===== src/rtl/lfd_pkg.sv =====
package lfd_pkg;

  localparam int unsigned LFD_ADDR_W  = 4;
  localparam int unsigned LFD_DATA_W  = 32;
  localparam int unsigned LFD_CNT_W   = 17;

  localparam logic [7:0]  START_BYTE_RST  = 8'h68;
  localparam logic [7:0]  END_BYTE_RST    = 8'h10;
  localparam logic [15:0] SHORT_LIMIT_RST = 16'd512;

  typedef enum logic [1:0] {
    REG_START_BYTE  = 2'd0,
    REG_END_BYTE    = 2'd1,
    REG_SHORT_LIMIT = 2'd2,
    REG_UNUSED      = 2'd3
  } lfd_reg_e;

  typedef enum logic [2:0] {
    ST_IGNORED  = 3'd0,
    ST_STORED   = 3'd1,
    ST_DONE     = 3'd2,
    ST_BAD_TAIL = 3'd3,
    ST_ABORT    = 3'd4
  } lfd_status_e;

  typedef enum logic [2:0] {
    MODE_IDLE  = 3'b001,
    MODE_SHORT = 3'b010,
    MODE_LONG  = 3'b100
  } lfd_mode_e;

  typedef struct packed {
    logic [7:0]  start_byte;
    logic [7:0]  end_byte;
    logic [15:0] short_frame_limit;
  } lfd_cfg_t;

endpackage


===== src/rtl/lfd_regs.sv =====
module lfd_regs import lfd_pkg::*; (
  input  logic                  clk_i,
  input  logic                  rst_ni,
  input  logic                  psel,
  input  logic                  penable,
  input  logic                  pwrite,
  input  logic [LFD_ADDR_W-1:0] paddr,
  input  logic [LFD_DATA_W-1:0] pwdata,
  output logic [LFD_DATA_W-1:0] prdata,
  output logic                  pready,
  output lfd_cfg_t              cfg_o
);

  lfd_cfg_t cfg_q;
  lfd_reg_e reg_sel;
  logic     wr_en;

  assign reg_sel = lfd_reg_e'(paddr[3:2]);
  assign wr_en   = psel & penable & pwrite;
  assign pready  = 1'b1;
  assign cfg_o   = cfg_q;

  always_ff @(posedge clk_i or negedge rst_ni) begin
    if (!rst_ni) begin
      cfg_q.start_byte        <= START_BYTE_RST;
      cfg_q.end_byte          <= END_BYTE_RST;
      cfg_q.short_frame_limit <= SHORT_LIMIT_RST;
    end else if (wr_en) begin
      case (reg_sel)
        REG_START_BYTE:  cfg_q.start_byte        <= pwdata[7:0];
        REG_END_BYTE:    cfg_q.end_byte          <= pwdata[7:0];
        REG_SHORT_LIMIT: cfg_q.short_frame_limit <= pwdata[15:0];
        default: ;
      endcase
    end
  end

  always_comb begin
    prdata = '0;
    case (reg_sel)
      REG_START_BYTE:  prdata = {24'd0, cfg_q.start_byte};
      REG_END_BYTE:    prdata = {24'd0, cfg_q.end_byte};
      REG_SHORT_LIMIT: prdata = {16'd0, cfg_q.short_frame_limit};
      default:         prdata = '0;
    endcase
  end

endmodule


===== src/rtl/lfd_parser.sv =====
module lfd_parser import lfd_pkg::*; #(
  parameter int unsigned HEADER_BYTES = 8
) (
  input  logic                 clk_i,
  input  logic                 rst_ni,
  input  lfd_cfg_t             cfg_i,
  input  logic                 in_valid_i,
  output logic                 in_ready_o,
  input  logic [7:0]           rx_byte_i,
  output logic                 out_valid_o,
  input  logic                 out_ready_i,
  output logic [7:0]           byte_out_o,
  output logic [LFD_CNT_W-1:0] frame_index_o,
  output logic [2:0]           byte_status_o,
  output logic [LFD_CNT_W-1:0] frame_length_o
);

  localparam logic [LFD_CNT_W-1:0] LenLowPos = LFD_CNT_W'(HEADER_BYTES - 2);
  localparam logic [LFD_CNT_W-1:0] HdrLen    = LFD_CNT_W'(HEADER_BYTES);
  localparam logic [LFD_CNT_W-1:0] LenBias   = LFD_CNT_W'(HEADER_BYTES + 1);

  lfd_mode_e            mode_q, mode_d;
  logic [LFD_CNT_W-1:0] count_q, count_d;
  logic [LFD_CNT_W-1:0] need_q, need_d;
  logic [7:0]           low_q, low_d;

  logic                 out_valid_q;
  logic [7:0]           byte_q;
  logic [LFD_CNT_W-1:0] index_q;
  lfd_status_e          status_q;
  logic [LFD_CNT_W-1:0] length_q;

  logic                 in_fire;
  logic [15:0]          abort_thr;
  logic [LFD_CNT_W-1:0] count_inc;
  logic [LFD_CNT_W-1:0] need_calc;
  lfd_status_e          res_status;
  logic [LFD_CNT_W-1:0] res_index;
  logic [LFD_CNT_W-1:0] res_length;

  assign in_ready_o = ~out_valid_q | out_ready_i;
  assign in_fire    = in_valid_i & in_ready_o;

  assign abort_thr = (cfg_i.short_frame_limit >= 16'd2) ?
                     (cfg_i.short_frame_limit - 16'd2) : 16'd0;
  assign count_inc = count_q + LFD_CNT_W'(1);
  assign need_calc = {1'b0, rx_byte_i, low_q} + LenBias;

  always_comb begin
    mode_d     = mode_q;
    count_d    = count_q;
    need_d     = need_q;
    low_d      = low_q;
    res_status = ST_IGNORED;
    res_index  = '0;
    res_length = '0;
    case (mode_q)
      MODE_SHORT: begin
        if (count_q >= {1'b0, abort_thr}) begin
          res_status = ST_ABORT;
          mode_d     = MODE_IDLE;
        end else begin
          res_index  = count_q;
          res_status = ST_STORED;
          count_d    = count_inc;
          if (count_q == LenLowPos) begin
            low_d = rx_byte_i;
          end
          if (count_inc == HdrLen) begin
            need_d = need_calc;
            if (need_calc > {1'b0, cfg_i.short_frame_limit}) begin
              mode_d = MODE_LONG;
            end
          end else if ((need_q != '0) && (count_inc >= need_q)) begin
            res_status = ST_DONE;
            res_length = count_inc;
            mode_d     = MODE_IDLE;
          end
        end
      end
      MODE_LONG: begin
        if (count_q >= need_q) begin
          res_status = ST_ABORT;
          mode_d     = MODE_IDLE;
        end else begin
          res_index  = count_q;
          res_status = ST_STORED;
          count_d    = count_inc;
          if (count_inc >= need_q) begin
            if (rx_byte_i == cfg_i.end_byte) begin
              res_status = ST_DONE;
              res_length = count_inc;
            end else begin
              res_status = ST_BAD_TAIL;
            end
            mode_d = MODE_IDLE;
          end
        end
      end
      default: begin
        mode_d = MODE_IDLE;
        if (rx_byte_i == cfg_i.start_byte) begin
          count_d    = LFD_CNT_W'(1);
          need_d     = '0;
          mode_d     = MODE_SHORT;
          res_status = ST_STORED;
        end
      end
    endcase
  end

  always_ff @(posedge clk_i or negedge rst_ni) begin
    if (!rst_ni) begin
      mode_q      <= MODE_IDLE;
      count_q     <= '0;
      need_q      <= '0;
      low_q       <= '0;
      out_valid_q <= 1'b0;
    end else begin
      if (in_fire) begin
        mode_q  <= mode_d;
        count_q <= count_d;
        need_q  <= need_d;
        low_q   <= low_d;
      end
      if (in_fire) begin
        out_valid_q <= 1'b1;
      end else if (out_ready_i) begin
        out_valid_q <= 1'b0;
      end
    end
  end

  always_ff @(posedge clk_i) begin
    if (in_fire) begin
      byte_q   <= rx_byte_i;
      index_q  <= res_index;
      status_q <= res_status;
      length_q <= res_length;
    end
  end

  assign out_valid_o    = out_valid_q;
  assign byte_out_o     = byte_q;
  assign frame_index_o  = index_q;
  assign byte_status_o  = status_q;
  assign frame_length_o = length_q;

  a_mode_onehot: assert property (@(posedge clk_i) disable iff (!rst_ni)
    $onehot(mode_q))
    else $error("Parser mode register is not one-hot.");

  a_long_count: assert property (@(posedge clk_i) disable iff (!rst_ni)
    (mode_q == MODE_LONG) |-> (count_q < need_q))
    else $error("Long frame count reached its length without closing.");

  a_short_count: assert property (@(posedge clk_i) disable iff (!rst_ni)
    (mode_q == MODE_SHORT) |-> (count_q != '0))
    else $error("Short frame count is zero inside a frame.");

  a_close_idle: assert property (@(posedge clk_i) disable iff (!rst_ni)
    (in_fire && (res_status == ST_DONE || res_status == ST_BAD_TAIL ||
                 res_status == ST_ABORT)) |=> (mode_q == MODE_IDLE))
    else $error("Parser did not return to idle after closing a frame.");

  a_unstored_zero: assert property (@(posedge clk_i) disable iff (!rst_ni)
    (out_valid_q && (status_q == ST_IGNORED || status_q == ST_ABORT)) |->
    (index_q == '0 && length_q == '0))
    else $error("Unstored byte carries a nonzero index or length.");

endmodule


===== src/rtl/length_framed_byte_deframer_top.sv =====
// Byte deframer for a length-framed serial protocol. The result of each byte
// that is accepted (the byte, its frame index, a status code and, on
// completion, the frame length) appears in the output register
// on the next cycle; the input side takes a new byte every cycle unless the
// output register is full and not being taken. The rate of one byte per cycle
// is set by the single parser stage that updates the frame state on each
// transaction. Frames open on the start byte, carry a little-endian payload
// length in the last two header bytes, and are checked against the end byte
// only when longer than the short frame limit. The registers start_byte,
// end_byte and short_frame_limit sit at byte addresses 0, 4 and 8 and should
// be written only while no frame is in progress.
module length_framed_byte_deframer_top import lfd_pkg::*; #(
  parameter int unsigned HEADER_BYTES = 8
) (
  input  logic                  clk_i,
  input  logic                  rst_ni,
  input  logic                  psel,
  input  logic                  penable,
  input  logic                  pwrite,
  input  logic [LFD_ADDR_W-1:0] paddr,
  input  logic [LFD_DATA_W-1:0] pwdata,
  output logic [LFD_DATA_W-1:0] prdata,
  output logic                  pready,
  input  logic                  in_valid_i,
  output logic                  in_ready_o,
  input  logic [7:0]            rx_byte_i,
  output logic                  out_valid_o,
  input  logic                  out_ready_i,
  output logic [7:0]            byte_out_o,
  output logic [LFD_CNT_W-1:0]  frame_index_o,
  output logic [2:0]            byte_status_o,
  output logic [LFD_CNT_W-1:0]  frame_length_o
);

  lfd_cfg_t cfg;

  lfd_regs u_regs (
    .clk_i   (clk_i),
    .rst_ni  (rst_ni),
    .psel    (psel),
    .penable (penable),
    .pwrite  (pwrite),
    .paddr   (paddr),
    .pwdata  (pwdata),
    .prdata  (prdata),
    .pready  (pready),
    .cfg_o   (cfg)
  );

  lfd_parser #(
    .HEADER_BYTES (HEADER_BYTES)
  ) u_parser (
    .clk_i          (clk_i),
    .rst_ni         (rst_ni),
    .cfg_i          (cfg),
    .in_valid_i     (in_valid_i),
    .in_ready_o     (in_ready_o),
    .rx_byte_i      (rx_byte_i),
    .out_valid_o    (out_valid_o),
    .out_ready_i    (out_ready_i),
    .byte_out_o     (byte_out_o),
    .frame_index_o  (frame_index_o),
    .byte_status_o  (byte_status_o),
    .frame_length_o (frame_length_o)
  );

endmodule

===== config.mk =====
export PLATFORM = sky130hd
export DESIGN_NAME = length_framed_byte_deframer_top
export DESIGN_NICKNAME = d
export VERILOG_FILES = /design/src/rtl/lfd_pkg.sv /design/src/rtl/lfd_regs.sv /design/src/rtl/lfd_parser.sv /design/src/rtl/length_framed_byte_deframer_top.sv
export SDC_FILE = /design/constraint.sdc
export NUM_CORES = 1
export LEC_CHECK = 0
export ABC_CLOCK_PERIOD_IN_PS = 4400
export BUFFER_PORTS_ARGS = -buffer_cell sky130_fd_sc_hd__buf_4
export CORE_MARGIN = 3
export CORE_UTILIZATION = 45
export CTS_BUF_LIST = sky130_fd_sc_hd__clkbuf_4
export CTS_CLUSTER_SIZE = 28
export DETAILED_ROUTE_END_ITERATION = 12
export PLACE_DENSITY = 0.66
export SYNTH_ARGS = -nofsm -noshare
export SYNTH_HDL_FRONTEND = slang
export SYNTH_SLANG_ARGS = --single-unit

===== constraint.sdc =====
create_clock -name clk_i -period 4.4 [get_ports clk_i]
set_clock_uncertainty 0.05 [all_clocks]
set_input_delay 0.44 -clock clk_i [delete_from_list [all_inputs] [get_ports clk_i]]
set_output_delay 0.44 -clock clk_i [all_outputs]
set_load 0.005 [all_outputs]

==> flow_summary_export.csv <==
group,metric,value,unit
sta,holdWs,-13.9,ps
final_layout,drive_gt1_frac,0.242,
setup_path,critPathBufInv,2,
pwr,swShare,0.336,
pwr,powerDensity,298,nW/um^2
sta,tns,0,ps
synthesis,synth_flop_cell,"dfrtp_1",
grt,grt_usage,0.218,
outcome,status,"finished with violations",
pwr,sequentialPowerShare,0.483,
floorplan,core-area,17700,um^2
drt,antenna_left,0,
final_layout,antenna_cells,0,
sta,setup_viol,0,
pwr,total_power,2.85,mW
synthesis,ys_seq_area_frac,0.400,
synthesis,synth_area,8270,um^2
place,io_buffers,95,
sta,tightest_slew,1060,ps
clock_tree,cts_buffers,17,
clock_tree,cts_tree,"yes",
clock_tree,cts_num_sinks,123,
pwr,p_leak,4.39,nW
setup_path,slowest_delay,680,ps
setup_path,start_kind,"flip-flop",
sta,timing.final.crit_share,0.936,
drt,drtIter0Drc,348,
final_layout,regArea,3310,um^2
sta,fin_crit,4120,ps
clock_tree,cts_buffer_depth,2,
setup_path,critPathSlowestCell,"or4_1",
synthesis,synth_top_area_cell,"dfrtp_1",
clock_tree,cts_root_buf,"clkbuf_4",
synthesis,yosysUniqueCellTypes,84,
drt,vias,6466,
pwr,vdd_drop_max,0.000200,V
setup_path,r2r_setup_slack,280,ps
grt,grt_pass1_vias,6427,
final_layout,multi_input_area,4500,um^2
clock_tree,path_clk_slew,120,ps
grt,overflow,0,
clock_tree,h-tree-depth,4,
sta,setup_ws,281,ps
synthesis,synth_commonest_cells,"dfrtp_1 (72), ha_1 (71), nand2_1 (70)",
drt,drc,0,
place,dpl_cell_area,9260,um^2
drt,drt_wl_total,21300,um
final_layout,nets,1055,
floorplan,dieArea,20000,um^2
synthesis,syn_inst,821,
floorplan,rows,48,
place,dp.cells,1138,
floorplan,fp.dieW,142,um
pwr,p_int,1.89,mW
place,gp_congestion,0.885,
synthesis,synthArstFlopShare,0.634,
final_layout,final_cell_area,9560,um^2
pwr,p_comb_frac,0.242,
grt,antenna_found_initial,0,
outcome,violations,"negative hold slack",
synthesis,yosysMostFrequentCell,"dfrtp_1",
final_layout,area.growth.synth_to_final,15.6,%
setup_path,critPathKind,"flip-flop to flip-flop",
floorplan,initial_utilization,0.468,
place,pre_cts_slack,261,ps
floorplan,io_pins,131,
sta,drv_slew,0,
min_path,hp-class,"input port to asynchronous set/reset pin",
setup_path,path_cells,"ha_1, nand4_1, or4_1, xnor2_1, inv_1, ha_1, nand3_1, o21bai_1, a21oi_1, nor3_4, nor3_1, a21oi_4, buf_12, a21oi_1",
final_layout,fill_cells,1658,
final_layout,fin_cells,1171,
clock_tree,clk_latency,550,ps
grt,grt_max_degree,79,
synthesis,synth_seq_cells,123,
sta,slew_headroom,0.292,
sta,rsz0062_at_grt,"no",
setup_path,crit_required,4730,ps
clock_tree,post-cts-setup-buffer-count,0,
setup_path,crit_path_end_kind,"flip-flop",
setup_path,cp.arrival,4450,ps
run,cap_violations,0,
setup_path,crit_path_max_fanout,16,
place,dp_hpwl,16200,um
pwr,p_clk_frac,0.275,
grt,grt_pass1_wl,34100,um
synthesis,synth_top_area_share,0.218,
drt,avgViaCountPerCell,5.52,
setup_path,cpLargestDelayFamily,"simple AND/OR/NAND/NOR gates",
synthesis,ys_warn_count,0,
floorplan,die_h,142,um
synthesis,synth_edf_count,45,
sta,clock.fmax,0.243,GHz
synthesis,avgSynthCellArea,10.1,um^2
pwr,p_sw,958,uW
drt,first_pass_iters,5,
drt,wl_per_cell,18.2,um
synthesis,yosys-top-cells-area,"dfrtp_1 (22%), edfxtp_1 (16%), ha_1 (11%)",
sta,report.final.hold_viol_count,13,
[final cells by class]
cell class / instances / area share
Clock buffer: 17 / 0.0134
Timing Repair Buffer: 127 / 0.103
Clock inverter: 15 / 0.0147
Sequential cell: 123 / 0.346
Tap cell: 225 / 0.0295
Multi-Input combinational cell: 606 / 0.471
Inverter: 58 / 0.0228
[registers in the layout (all words and copies together), names as in the netlist]
register and count:
u_parser.need_q 17, u_regs.cfg_o 32, u_parser.mode_q 3, u_parser.low_q 8
u_parser.byte_status_o 3, u_parser.out_valid_o 1, u_parser.frame_length_o 17, u_parser.count_q 17
u_parser.byte_out_o 8, u_parser.frame_index_o 17
[through the flow]
step | util | hold WS (ps)
after floorplan | - | 94.4
after global routing | 0.541 | 13.9
after global placement | 0.525 | 468
after CTS | 0.540 | 5.91
after detailed placement | 0.525 | 473
final | 0.541 | -13.9
[kinds of logic (layout without fill, tap and decap cells)]
logic type                 count (synthesis)  in the layout  share of synthesized area
and+or+nand+nor                          279            279                      0.187
AOI/OAI and AO/OA                        138            138                      0.120
DFF                                      123            123                      0.400
buffers and inverters                    107            217                     0.0646
adders and majority gates                 71             71                      0.107
xor gates and xnor gates                  53             53                     0.0562
muxes                                     48             48                     0.0637
other                                      2             17                   0.000908
[layer usage]
metal | global-route usage | wire (um)
met3 | 0.0448 | 1050
met5 | 0 | 0
met2 | 0.356 | 10200
met4 | 0.0702 | 560
met1 | 0.291 | 9510
[worst paths after layout]
path | startpoint | to | cells after the start
setup reg to reg | u_parser.count_q[0] | u_parser.frame_length_o[5] | 14
max in group asynchronous | rst_ni | u_parser.count_q[0] | 1
hold reg to reg | u_parser.need_q[7] | u_parser.need_q[7] | 1
setup / recovery | u_parser.count_q[0] | u_parser.frame_length_o[5] | 14
hold / removal | rst_ni | u_regs.cfg_o[31] | 1
min in group clk_i | pwdata[13] | u_regs.cfg_o[13] | 3
[layout by cell type (no fill, tap or decap), drive strengths merged, types with 12 or more instances in the layout]
| cell type | netlist | final |
|---|---|---|
| conb | 2 | 17 |
| nand2 | 70 | 70 |
| xor2 | 20 | 20 |
| buf | 31 | 126 |
| mux2 | 37 | 37 |
| nor2 | 52 | 52 |
| edfxtp | 45 | 45 |
| nand4 | 24 | 24 |
| a21oi | 34 | 34 |
| nand3 | 26 | 26 |
| clkbuf | 18 | 17 |
| a21o | 12 | 12 |
| a22o | 15 | 15 |
| nor3 | 19 | 19 |
| inv | 57 | 63 |
| xnor2 | 33 | 33 |
| dfrtp | 72 | 72 |
| nor4 | 16 | 16 |
| o21ai | 35 | 35 |
| ha | 71 | 71 |
| and2 | 22 | 22 |
[timing repair]
action                     CTS  global route
setup endpoints to repair    0            48
gates resized for setup      0             3
hold endpoints to repair     1             0
hold buffers                 1             0
[power groups by stage]
stage / Combinational (mW) / Clock, mW / Sequential [mW]
after floorplan: 0.438 / 0 / 1.38
after global placement: 0.673 / 0 / 1.40
after detailed placement: 0.681 / 0 / 1.40
after CTS: 0.689 / 0.804 / 1.38
after global routing: 0.772 / 0.861 / 1.39
final: 0.691 / 0.783 / 1.38
No activity file was read; power rests on OpenSTA's default activity.
